<file path="config.mk">
export PLATFORM = sky130hd
export DESIGN_NAME = cyclic_deicing_heater_sequencer
export DESIGN_NICKNAME = d
export VERILOG_FILES = /design/src/rtl/cdhs_pkg.sv /design/src/rtl/cdhs_windows.sv /design/src/rtl/cyclic_deicing_heater_sequencer.sv
export SDC_FILE = /design/constraint.sdc
export NUM_CORES = 1
export LEC_CHECK = 0
export ABC_AREA = 1
export BUFFER_PORTS_ARGS = -buffer_cell sky130_fd_sc_hd__buf_2
export CORE_MARGIN = 2
export CORE_UTILIZATION = 55
export CTS_BUF_LIST = sky130_fd_sc_hd__clkbuf_8
export DETAILED_ROUTE_END_ITERATION = 10
export HOLD_SLACK_MARGIN = 0.12
export PLACE_DENSITY = 0.84
export SLEW_MARGIN = 25
export SYNTH_ARGS = -nofsm -noshare
export SYNTH_HDL_FRONTEND = slang
export SYNTH_SLANG_ARGS = --single-unit
</file>
<file path="constraint.sdc">
create_clock -name aclk -period 6.3 [get_ports aclk]
set_input_delay 0.63 -clock aclk [delete_from_list [all_inputs] [get_ports aclk]]
set_output_delay 0.63 -clock aclk [all_outputs]
set_load 0.02 [all_outputs]
</file>
<file path="src/rtl/cdhs_pkg.sv">
`timescale 1ns / 1ps

package cdhs_pkg;

    // Input word layout, lowest bit first
    localparam int MAIN_V_W  = 10;
    localparam int AUX_V_W   = 10;
    localparam int MACH_W    = 9;
    localparam int TICK_W    = 16;
    localparam int SEC_W     = 9;
    localparam int S_TDATA_W = 40;
    localparam int M_TDATA_W = 16;

    localparam logic [MAIN_V_W-1:0] POWER_MIN_DV  = 10'd180;
    localparam logic [MACH_W-1:0]   MACH_MAX_H    = 9'd125;
    localparam logic [SEC_W-1:0]    CYCLE_END_SEC = 9'd480;
    localparam logic [TICK_W-1:0]   LIMIT_RESET   = 16'd20;

    typedef enum logic [1:0] {
        PROG_NONE = 2'd0,
        PROG_PZ1  = 2'd1,
        PROG_PZ2  = 2'd2,
        PROG_PZ3  = 2'd3
    } prog_t;

    // Heater section flags: a = F110, b = F19, c = F125, d = F134
    typedef struct packed {
        logic d;
        logic c;
        logic b;
        logic a;
    } heater_t;

endpackage

</file>
<file path="src/rtl/cdhs_windows.sv">
`timescale 1ns / 1ps

// Second-window decode of the three heater programs.
module cdhs_windows (
    input  cdhs_pkg::prog_t               prog,
    input  logic [cdhs_pkg::SEC_W-1:0]    sec,
    output cdhs_pkg::heater_t             heat
);
    import cdhs_pkg::*;

    function automatic logic in_win(input logic [SEC_W-1:0] s,
                                    input logic [SEC_W-1:0] lo,
                                    input logic [SEC_W-1:0] hi);
        return (s >= lo) && (s < hi);
    endfunction

    logic a_pz12;

    // PZ1 and PZ2 share the F110 pattern
    assign a_pz12 = (sec < 9'd20) || in_win(sec, 9'd120, 9'd140)
                 || in_win(sec, 9'd240, 9'd260) || in_win(sec, 9'd360, 9'd380);

    always_comb begin
        heat = '0;
        unique case (prog)
            PROG_NONE: begin
                heat = '0;
            end
            PROG_PZ1: begin
                heat.a = a_pz12;
                // PZ1 has no F19 section; its windows are open at both ends
                heat.c = (sec > 9'd400) && (sec < 9'd420);
                heat.d = ((sec > 9'd160) && (sec < 9'd180))
                      || ((sec > 9'd440) && (sec < 9'd460));
            end
            PROG_PZ2: begin
                heat.a = a_pz12;
                heat.b = in_win(sec, 9'd40, 9'd60) || in_win(sec, 9'd280, 9'd300);
                heat.c = in_win(sec, 9'd160, 9'd180) || in_win(sec, 9'd400, 9'd420);
                heat.d = in_win(sec, 9'd440, 9'd460);
            end
            PROG_PZ3: begin
                heat.a = (sec < 9'd60) || in_win(sec, 9'd240, 9'd300);
                heat.b = in_win(sec, 9'd120, 9'd180) || in_win(sec, 9'd360, 9'd420);
                heat.c = in_win(sec, 9'd180, 9'd240) || in_win(sec, 9'd420, 9'd480);
                heat.d = in_win(sec, 9'd300, 9'd360);
            end
            default: begin
                heat = '0;
            end
        endcase
    end

endmodule

</file>
<file path="src/rtl/cyclic_deicing_heater_sequencer.sv">
`timescale 1ns / 1ps

// Channel   Dir  Handshake              Payload
// s_        in   s_tvalid / s_tready    s_tdata: one tick word (switches, buses, Mach)
// m_        out  m_tvalid / m_tready    m_tdata: relay and heater word, one per tick
// cfg_      in   cfg_valid / cfg_ready  cfg_data: ticks_per_second_limit
//
// Two register stages: input word register, then result register. Tick
// logic (relays, counters, window decode) sits between them, and one word
// is taken every cycle while m_ is not stalled. Counter state advances when
// a word moves from the input register to the result register. Stalls on
// m_ ripple back to s_tready through the stage enables. aresetn (sync, low)
// empties both stages, clears the counters and loads the limit with 20.
module cyclic_deicing_heater_sequencer (
    input  logic                               aclk,
    input  logic                               aresetn,
    // [9:0] main_bus_decivolts, [19:10] aux_bus_decivolts,
    // [28:20] mach_hundredths, [29] test_switch_on, [30] external_relay_on,
    // [31] intake_failure, [33:32] range_select, [39:34] zero
    input  logic [cdhs_pkg::S_TDATA_W-1:0]     s_tdata,
    input  logic                               s_tvalid,
    output logic                               s_tready,
    // [0] heat_enable, [1] test_relay, [2] block_relay, [4:3] active_program,
    // [5] heater_a, [6] heater_b, [7] heater_c, [8] heater_d, [15:9] zero
    output logic [cdhs_pkg::M_TDATA_W-1:0]     m_tdata,
    output logic                               m_tvalid,
    input  logic                               m_tready,
    input  logic [cdhs_pkg::TICK_W-1:0]        cfg_data,
    input  logic                               cfg_valid,
    output logic                               cfg_ready
);
    import cdhs_pkg::*;

    // Stage handshake
    logic                   in_valid_reg;
    logic [S_TDATA_W-1:0]   in_data_reg;
    logic                   out_valid_reg;
    logic [M_TDATA_W-1:0]   out_data_reg;
    logic                   advance;

    // Config and counter state
    logic [TICK_W-1:0]      limit_reg;
    logic [TICK_W-1:0]      tick_reg, tick_next;
    logic [SEC_W-1:0]       sec_reg, sec_next;
    prog_t                  last_prog_reg, last_prog_next;

    // Unpacked fields of the held word
    logic [MAIN_V_W-1:0]    main_v;
    logic [AUX_V_W-1:0]     aux_v;
    logic [MACH_W-1:0]      mach;
    logic                   test_sw;
    logic                   ext_relay;
    logic                   fail;
    logic [1:0]             sel;

    logic                   main_ok;
    logic                   f12, k51, k2;
    prog_t                  prog;
    logic                   restart;
    logic [TICK_W-1:0]      tick_base, tick_inc, tick_step;
    logic [SEC_W-1:0]       sec_base, sec_step;
    logic                   roll;
    logic                   cycle_wrap;
    heater_t                heat;
    logic [M_TDATA_W-1:0]   out_data_next;

    assign advance   = in_valid_reg && (!out_valid_reg || m_tready);
    assign s_tready  = !in_valid_reg || advance;
    assign cfg_ready = 1'b1;
    assign m_tvalid  = out_valid_reg;
    assign m_tdata   = out_data_reg;

    assign main_v    = in_data_reg[9:0];
    assign aux_v     = in_data_reg[19:10];
    assign mach      = in_data_reg[28:20];
    assign test_sw   = in_data_reg[29];
    assign ext_relay = in_data_reg[30];
    assign fail      = in_data_reg[31];
    assign sel       = in_data_reg[33:32];

    // Relay logic: F12, K51, K2
    assign main_ok = main_v >= POWER_MIN_DV;
    assign f12     = main_ok && (mach <= MACH_MAX_H);
    assign k51     = main_ok && test_sw;
    assign k2      = (aux_v >= POWER_MIN_DV) && !k51 && ext_relay;
    assign prog    = (!k2 && f12 && !fail) ? prog_t'(sel) : PROG_NONE;

    // Tick / second counting; a program change restarts the cycle
    assign restart    = prog != last_prog_reg;
    assign tick_base  = restart ? '0 : tick_reg;
    assign sec_base   = restart ? '0 : sec_reg;
    assign tick_inc   = tick_base + TICK_W'(1);     // wraps at 65535
    assign roll       = tick_inc > limit_reg;
    assign tick_step  = roll ? '0 : tick_inc;
    assign sec_step   = roll ? sec_base + SEC_W'(1) : sec_base;
    assign cycle_wrap = sec_step > CYCLE_END_SEC;

    always_comb begin
        if (prog == PROG_NONE || cycle_wrap) begin
            tick_next = '0;
            sec_next  = '0;
        end else begin
            tick_next = tick_step;
            sec_next  = sec_step;
        end
        last_prog_next = prog;
    end

    cdhs_windows u_windows (
        .prog (prog),
        .sec  (sec_step),
        .heat (heat)
    );

    assign out_data_next = {7'd0, heat.d, heat.c, heat.b, heat.a,
                            prog, k2, k51, f12};

    always_ff @(posedge aclk) begin
        if (!aresetn) begin
            in_valid_reg  <= 1'b0;
            out_valid_reg <= 1'b0;
            limit_reg     <= LIMIT_RESET;
            tick_reg      <= '0;
            sec_reg       <= '0;
            last_prog_reg <= PROG_NONE;
        end else begin
            if (s_tready) begin
                in_valid_reg <= s_tvalid;
            end
            if (advance) begin
                out_valid_reg <= 1'b1;
                tick_reg      <= tick_next;
                sec_reg       <= sec_next;
                last_prog_reg <= last_prog_next;
            end else if (m_tready) begin
                out_valid_reg <= 1'b0;
            end
            if (cfg_valid) begin
                limit_reg <= cfg_data;
            end
        end
    end

    // Payload registers, no reset
    always_ff @(posedge aclk) begin
        if (s_tready && s_tvalid) begin
            in_data_reg <= s_tdata;
        end
        if (advance) begin
            out_data_reg <= out_data_next;
        end
    end

endmodule

</file>
---- Word-level counts from Yosys, hierarchy flattened ----
Cells that the tools add are included.
cells by class
  $add $sub $neg .......................... 2
  order comparisons ....................... 31
  equal/unequal tests ..................... 4
  multiplexer cells ....................... 12
  reduce and logical (&&, ||, !) cells .... 45
operators with widths
  operator                                                                              count
  9-bit less-than comparator, second input constant                                     7
  9-bit greater-or-equal comparator, second input constant                              6
  16-bit 2-to-1 mux                                                                     3
  9-bit by 8-bit greater-or-equal comparator with 1-bit output, second input constant   3
  9-bit > comparator, second input constant                                             3
  9-bit by 8-bit less-than comparator with 1-bit output, second input constant          3
  9-bit 2-to-1 mux                                                                      3
  1-bit logical AND                                                                     25
  10-bit by 8-bit greater-or-equal comparator with 1-bit output, second input constant  2
  16-bit by 1-bit adder with 16-bit output, second input constant                       1
  16-bit > comparator                                                                   1
  1-bit logical OR                                                                      12
  9-bit by 1-bit adder with 9-bit output, second input constant                         1
  9-bit by 6-bit greater-or-equal comparator with 1-bit output, second input constant   1
  9-bit by 7-bit greater-or-equal comparator with 1-bit output, second input constant   1
  9-bit by 8-bit > comparator with 1-bit output, second input constant                  1
  9-bit by 7-bit less-or-equal comparator with 1-bit output, second input constant      1
  9-bit by 5-bit less-than comparator with 1-bit output, second input constant          1
  9-bit by 6-bit less-than comparator with 1-bit output, second input constant          1
  2-bit case mux with 4 select lines                                                    1
  1-bit zero test                                                                       5
  2-bit == test, second input constant                                                  2
  1-bit case mux with 3 select lines                                                    1
  2-bit by 1-bit == test with 1-bit output, second input constant                       1
  7 further kinds                                                                       8
storage, ports and cells
  flip-flop bits (word level) ............. 88
  input port bits ......................... 61
  output and inout port bits .............. 19
  word-level logic and storage cells ...... 102

---- Longest topological paths before layout ----
Gate-level depths: netlist (run 1).
  word-level depth ........................ 20
  depth in mapped cells ................... 46
  mapped depth without buffers ............ 45

---- Hierarchy ----
Synthesis (run 1) repeated with hierarchy kept, for this count alone.
unflattened totals
  cell total of the unflattened synthesis .. 710
  area total of the unflattened synthesis .. 5,108.6 µm²
by module, submodules not included
  module                           instances  cells an instance  area each (µm²)  seq. area each (µm²)
  cyclic_deicing_heater_sequencer  1          597                4,583.1          2,042.0
  cdhs_windows                     1          113                525.5            0.0

---- Least setup slack after synthesis (run 1) ----
No wires, ideal clock.
  path type ............................... reg-to-reg
  start point ............................. reg in_data_reg[27]
  end point ............................... reg out_data_reg[6] (netlist: m_tdata[6]), data pin
  setup time .............................. 0.259 ns
  data arrival time ....................... 4.467 ns
  required time ........................... 6.041 ns
  slack ................................... 1.574 ns
  stages on the path, launching flop included .. 38
  path buffers ............................ 1
  period minus slack after synthesis ...... 4.726 ns
  path through ............................ edfxtp_1 -> or2_1 -> a21oi_2 -> nand2_2 -> nor2_4 -> nand3_2 -> nand2_2 -> nand2_2 -> clkinv_4 -> nand2_4 -> buf_6 -> nor2_1 -> ha_1 -> nand2_1 -> inv_1 -> nand2_1 -> nor3_2 -> nand3_1 -> (+2 left out) -> ha_1 -> nand4_1 -> nor2_1 -> nand2_1 -> nand2_1 -> nand2_1 -> inv_1 -> nand4_4 -> nor2_4 -> nand3_1 -> nand2_4 -> inv_2 -> nor2_1 -> nand3_1 -> nand3_1 -> nor2_1 -> o21ai_1 -> a21oi_1
RTL lines
  item                      line                                    text
  start: declaration        cyclic_deicing_heater_sequencer.sv:36   logic [S_TDATA_W-1:0] in_data_reg;
  start signal: assignment  cyclic_deicing_heater_sequencer.sv:147  in_data_reg <= s_tdata;
  end signal: assignment    cyclic_deicing_heater_sequencer.sv:150  out_data_reg <= out_data_next;
  end: declaration          cyclic_deicing_heater_sequencer.sv:38   logic [M_TDATA_W-1:0] out_data_reg;

==> qor.yml, run 1 <==
maxSlewViolCount: 0
r2r_cells: 36
r2r_end: "m_tdata[7]"
initial_utilization: 0.5722
async_flop_share: 0
worst_pin_slew_ns: 0.9922
rows: 34
clock_tree.buffer_depth: 2
leakagePower_nw: 2.653
cts_setup_buffers: 0
yosys_warnings: 0
ys_types: 41
final_nets: 774
critical_path_class: "reg2reg"
syn_area_per_cell_um2: 8.036
cts_htree_levels: 3
routed-via-count: 4331
drt_pass1_iterations: 5
required_ns: 6.49
worstSetupStartpointType: "flop"
cts_tree: "yes"
synth_enable_flop_cells: 38
syn_to_final_growth_pct: 11.97
relSlewSlack: 0.3369
critPathCaptureType: "flop"
synth_seq_cells: 83
min_period_ns: 5.773
io_buffers: 60
overflow: 0
gp_congestion: 0.9748
fin_crit_sh: 0.9163
n_antenna_cell: 0
grt_max_degree: 30
syn_inst: 627
setup_violations: 0
pre_cts_slack_ns: 0.6613
worstSkewPairLatency_ns: 0.36
dpl-instance-area_um2: 5368
hold_viol_final: 0
clock-sinks: 83
core_area_um2: 8806
clock-root-buffer: "clkbuf_8"
whs_path_depth: 1
grt_usage: 0.2338
maxCapViolCount: 0
cts_buffers: 9
final_layout_size_suffix_gt1_frac: 0.2317
final_cells: 803
worstHoldEndpoint: "in_data_reg[24]"
fin_ws_ns: 0.5272
synth_area_um2: 5039
grt_pass1_vias: 4201
dieHeight_um: 99.72
hold_ws_ns: 0.4374
r2r_start: "in_data_reg[27]"
grt_antenna_before_repair: 0
via_per_inst: 5.394
dp.cells: 782
critPathSlowestCell: "edfxtp_1"
hold_buffers: 0
drc_errors: 0
num_io_pins: 80
cp_top_family: "simple AND/OR/NAND/NOR gates"
critical_path.max_stage_delay_ns: 0.37
finClkSkew_ns: 0.007673
dp_hpwl_um: 8117
ff2ff_setup_slack_ns: 0.53
cts_resized: 0
cp_max_fo: 14
status: "completed"
multi_input_area_um2: 2502
hold_path.class: "in2reg"
grt_pass1_wl_um: 18770
fmax_ghz: 0.1732
synthFlopType: "dfxtp_1"
final_antenna_net_count: 0
crit_start: "in_data_reg[27]"
clk_pin_slew_ns: 0.09
ir_drop_v: 0.0001490
critPathArrivalTime_ns: 5.97
dieArea_um2: 9943
worst_hold_startpoint: "s_tdata[24]"
fin_total_pwr_mw: 1.131
wl_per_cell_um: 13.74
fillers: 683
seq_area_frac_synth: 0.4053
drt_iter0_drc: 309
powerDensity_nw_per_um2: 200.4
largest_reg_flops: 29
stdcell_area_um2: 5642
regArea_um2: 2042
wirelength_um: 11030
cp_num_buf_inv: 5
chipWidth_um: 99.72
area by class of cell:
class,count,share of cell area
Multi-Input combinational cell,429,0.4436
Sequential cell,83,0.3619
Inverter,102,0.06875
Timing Repair Buffer,65,0.06210
Tap cell,108,0.02395
Clock buffer,9,0.02196
Clock inverter,7,0.01774
cells in the final DEF (no fill, tap or decap), drive strengths merged:
cell type and n:
nor4 1, clkbuf 9, o21a 1, nor2 59
edfxtp 38, ha 23, nand2 163, clkinv 3
or2 3, o211ai 1, xnor2 4, nand4 16
a21oi 62, dfxtp 45, clkinvlp 1, inv 103
nor3 5, o21bai 2, buf 65, xor2 8
o21ai 31, bufinv 2, conb 8, nand3 42
synth_stat cells, drive strengths merged (3+ instances only):
cell type,number,area (um^2)
a21oi,62,351.6
nand3,42,267.8
buf,12,102.6
dfxtp,45,900.9
edfxtp,38,1141
o21ai,31,155.2
clkbuf,7,26.28
nand4,16,130.1
ha,23,287.8
nand2,163,792.0
nor3,5,30.03
nor2,59,290.3
inv,100,375.4
or2,3,18.77
xor2,8,77.58
xnor2,4,35.03
where the power goes:
group / switching (mW) / internal [mW]
Clock: 0.206 / 0.227
Combinational: 0.0713 / 0.0317
Sequential: 0.00758 / 0.587
Total: 0.285 / 0.846
worst max path at each step:
stage	end	slack [ns]	cells past startpoint
after global routing	m_tdata[6]	-0.02	38
after floorplan	m_tdata[6]	1.57	37
after CTS	tick_reg[0]	0.60	38
after detailed placement	tick_reg[0]	0.66	38
after global placement	tick_reg[0]	0.83	38
final	m_tdata[7]	0.53	36
routing by layer:
metal,global-route usage,vias to the layer above,part of all wire
met4,0.1022,0,0.036
met3,0.03725,39,0.045
met2,0.4241,146,0.52
li1,-,2137,-
met1,0.2713,2009,0.40
met5,0,-,0
kinds of logic (layout without fill, tap and decap cells):
logic type      count (synthesis)  count (layout)  synth area share
other cells                     2               8          0.001490
fa+ha+maj                      23              23           0.05712
simple gates                  289             289            0.3047
buf+inv                       121             183            0.1026
xor+xnor                       12              12           0.02235
compound gates                 97              97            0.1065
flops                          83              83            0.4053
through the flow:
stage | TNS, ns | util
after floorplan | 0 | -
after global placement | 0 | 0.6095
after detailed placement | 0 | 0.6095
after CTS | 0 | 0.6350
after global routing | -0.03804 | 0.6407
final | 0 | 0.6407
Note: power is estimated with default switching activity, not from simulation.
==> run 2: changes to the inputs <==
- CTS_CLUSTER_SIZE: unset -> 30
- SYNTH_HIERARCHICAL: unset -> 1
==> qor.yml, run 2 <==
r2r_end: "m_tdata[7]"
gp_congestion: 0.9345  # -4.1%
synthTopCellsByArea: "edfxtp_1, dfxtp_1, nand2_1"
clock-root-buffer: "clkbuf_8"
via_per_inst: 5.312  # -1.5%
finClkSkew_ns: 0.01750  # +0.009828 ns
dp_hpwl_um: 8536  # +5.2%
ys_types: 40  # -2.4%
final_layout_size_suffix_gt1_frac: 0.1549  # -0.07671
synth_seq_cells: 83  # unchanged
overflow: 0  # unchanged
grt_usage: 0.2440  # +0.01023
cts_buffers: 9  # unchanged
dieArea_um2: 10080  # +1.3%
cp_top_family: "simple AND/OR/NAND/NOR gates"
worstSkewPairLatency_ns: 0.37  # about the same
leakagePower_nw: 2.618  # -1.3%
synth_most_common_cell: "nand2_1"
final_antenna_net_count: 0  # unchanged
cts_tree: "yes"
ff2ff_setup_slack_ns: 0.62  # +0.09 ns
critPathSlowestCell: "edfxtp_1"
chipWidth_um: 100.4  # +0.66%
dieHeight_um: 100.4  # +0.66%
synth_compound_area_frac: 0.1034  # -0.003176
setup_violations: 0  # unchanged
worst_hold_startpoint: "s_tdata[19]"
fmax_ghz: 0.1761  # +1.6%
netlist.area_leader.share: 0.2234  # -0.003106
critical_path.max_stage_delay_ns: 0.39  # +0.02 ns
cts_htree_levels: 3  # unchanged
ir_drop_v: 0.0001653  # +11%
wirelength_um: 11630  # +5.4%
required_ns: 6.44  # -0.05 ns
fin_crit_sh: 0.9015  # -0.01485
worst_pin_slew_ns: 1.041  # +0.04892 ns
whs_path_depth: 1  # unchanged
ys_top_cells_by_count: "nand2_1, inv_1, nor2_1"
grt_antenna_before_repair: 0  # unchanged
critPathCaptureType: "flop"
hold_buffers: 0  # unchanged
powerDensity_nw_per_um2: 196.8  # -1.8%
synth_simple_gate_area_frac: 0.3108  # +0.006108
routed-via-count: 4669  # +7.8%
maxSlewViolCount: 0  # unchanged
async_flop_share: 0  # unchanged
clk_pin_slew_ns: 0.10  # about the same
worstHoldEndpoint: "in_data_reg[19]"
grt_pass1_wl_um: 19840  # +5.7%
fin_total_pwr_mw: 1.109  # -1.9%
setup_tns_ns: 0  # unchanged
seq_area_frac_synth: 0.3997  # -0.005558
hold_path.class: "in2reg"
hold_viol_final: 0  # unchanged
synth_fa_ha_area_frac: 0.05388  # -0.003233
synth_mux_area_frac: 0  # unchanged
critPathArrivalTime_ns: 5.82  # -0.15 ns
io_buffers: 60  # unchanged
min_period_ns: 5.679  # -0.09357 ns
synth_top_area_cell: "edfxtp_1"
drt_pass1_iterations: 5  # unchanged
status: "completed"
relSlewSlack: 0.3052  # -0.03177
cts_setup_buffers: 0  # unchanged
stdcell_area_um2: 5638  # about the same
r2r_cells: 39  # +8.3%
grt_max_degree: 37  # +23%
final_common_cell: "nand2_1"
syn_inst: 710  # +13%
largest_reg_flops: 29  # unchanged
syn_area_per_cell_um2: 7.195  # -10%
n_antenna_cell: 0  # unchanged
clock-sinks: 83  # unchanged
core_area_um2: 9109  # +3.4%
clock_tree.buffer_depth: 2  # unchanged
synth_xor_area_frac: 0.01029  # -0.01206
worstSetupStartpointType: "flop"
drc_errors: 0  # unchanged
dpl-instance-area_um2: 5420  # +0.98%
cp_num_buf_inv: 7  # +2
num_io_pins: 80  # unchanged
synth_enable_flop_cells: 38  # unchanged
synth_top_family_by_area: "simple AND/OR/NAND/NOR gates"
drt_iter0_drc: 333  # +7.8%
critical_path_class: "reg2reg"
rows: 35  # +2.9%
synthFlopType: "dfxtp_1"
maxCapViolCount: 0  # unchanged
cp_common_cell: "nand2_1"
cts_resized: 0  # unchanged
wl_per_cell_um: 13.24  # -3.7%
initial_utilization: 0.5609  # -0.01133
syn_to_final_growth_pct: 10.36
cp_max_fo: 9  # -5
yosys_warnings: 6  # +6
final_nets: 846  # +9.3%
synth_area_um2: 5109  # +1.4%
r2r_start: "in_data_reg[8]"
grt_pass1_vias: 4592  # +9.3%
layout_common_cells: "nand2_1, inv_1, nor2_1, nand3_1"
## run 2: changes by cell type after synthesis, sizes merged, moves of 4 or more
| cell | change |
|---|---|
| nor2 | +36 |
| nand2 | +7 |
| inv | +13 |
| clkbuf | +4 |
| buf | +5 |
| nand3 | +24 |
| xor2 | -5 |
## run 2: how the worst max path moves through the flow
| stage | from | endpoint | cells past startpoint |
|---|---|---|---|
| 2_1_floorplan | in_data_reg[27] | m_tdata[7] | 40 |
| 3_3_place_gp | in_data_reg[8] | m_tdata[7] | 39 |
| 3_5_place_dp | in_data_reg[8] | m_tdata[7] | 37 |
| 4_1_cts | in_data_reg[8] | m_tdata[7] | 37 |
| 5_1_grt | in_data_reg[8] | m_tdata[7] | 39 |
| 6_report | in_data_reg[8] | m_tdata[7] | 39 |
## run 2: metrics by stage
stage	setup slack, ns	std cells	utilization	hold slack [ns]
floorplan	1.442	716	-	0.4347
global placement	0.7901	863	0.5951	0.4548
detailed placement	0.5460	863	0.5951	0.4604
CTS	0.4707	879	0.6177	0.4240
global route	-0.01330	879	0.6190	0.4120
finish	0.6207	879	0.6190	0.4344
## run 2: cells by family after synthesis
group,after synthesis
flops,83
other cells,2
buf+inv,144
xor+xnor,6
fa+ha+maj,22
simple gates,353
compound gates,100
## run 2: worst reg2reg max path, delay by kind of cell, from the launching register on
kind	cells	cell delay, ns
xor+xnor	1	0.28
simple gates	28	3.33
fa+ha+maj	2	0.54
flops	1	0.39
compound gates	1	0.18
buf+inv	7	0.74
## run 2: power breakdown
group | internal [mW] | switching [mW]
sequential | 0.587 | 0.00829
combinational | 0.0326 | 0.0764
clock | 0.190 | 0.215
total | 0.810 | 0.299
## run 2: area by class of cell
| cell class | instances | area (um^2) |
|---|---|---|
| fill | 816 | 3471 |
| clock buffer | 9 | 123.9 |
| multi-input combinational | 489 | 2485 |
| timing repair buffer | 64 | 330.3 |
| tap | 111 | 138.9 |
| clock inverter | 7 | 82.58 |
| sequential | 83 | 2042 |
| inverter | 116 | 435.4 |
## run 2: metal layers
metal | vias to the layer above | share of wire | global-route usage
met5 | - | 0 | 0
met4 | 0 | 0.028 | 0.1033
met3 | 31 | 0.045 | 0.04109
met2 | 145 | 0.52 | 0.4450
met1 | 2133 | 0.41 | 0.2808
li1 | 2360 | - | -
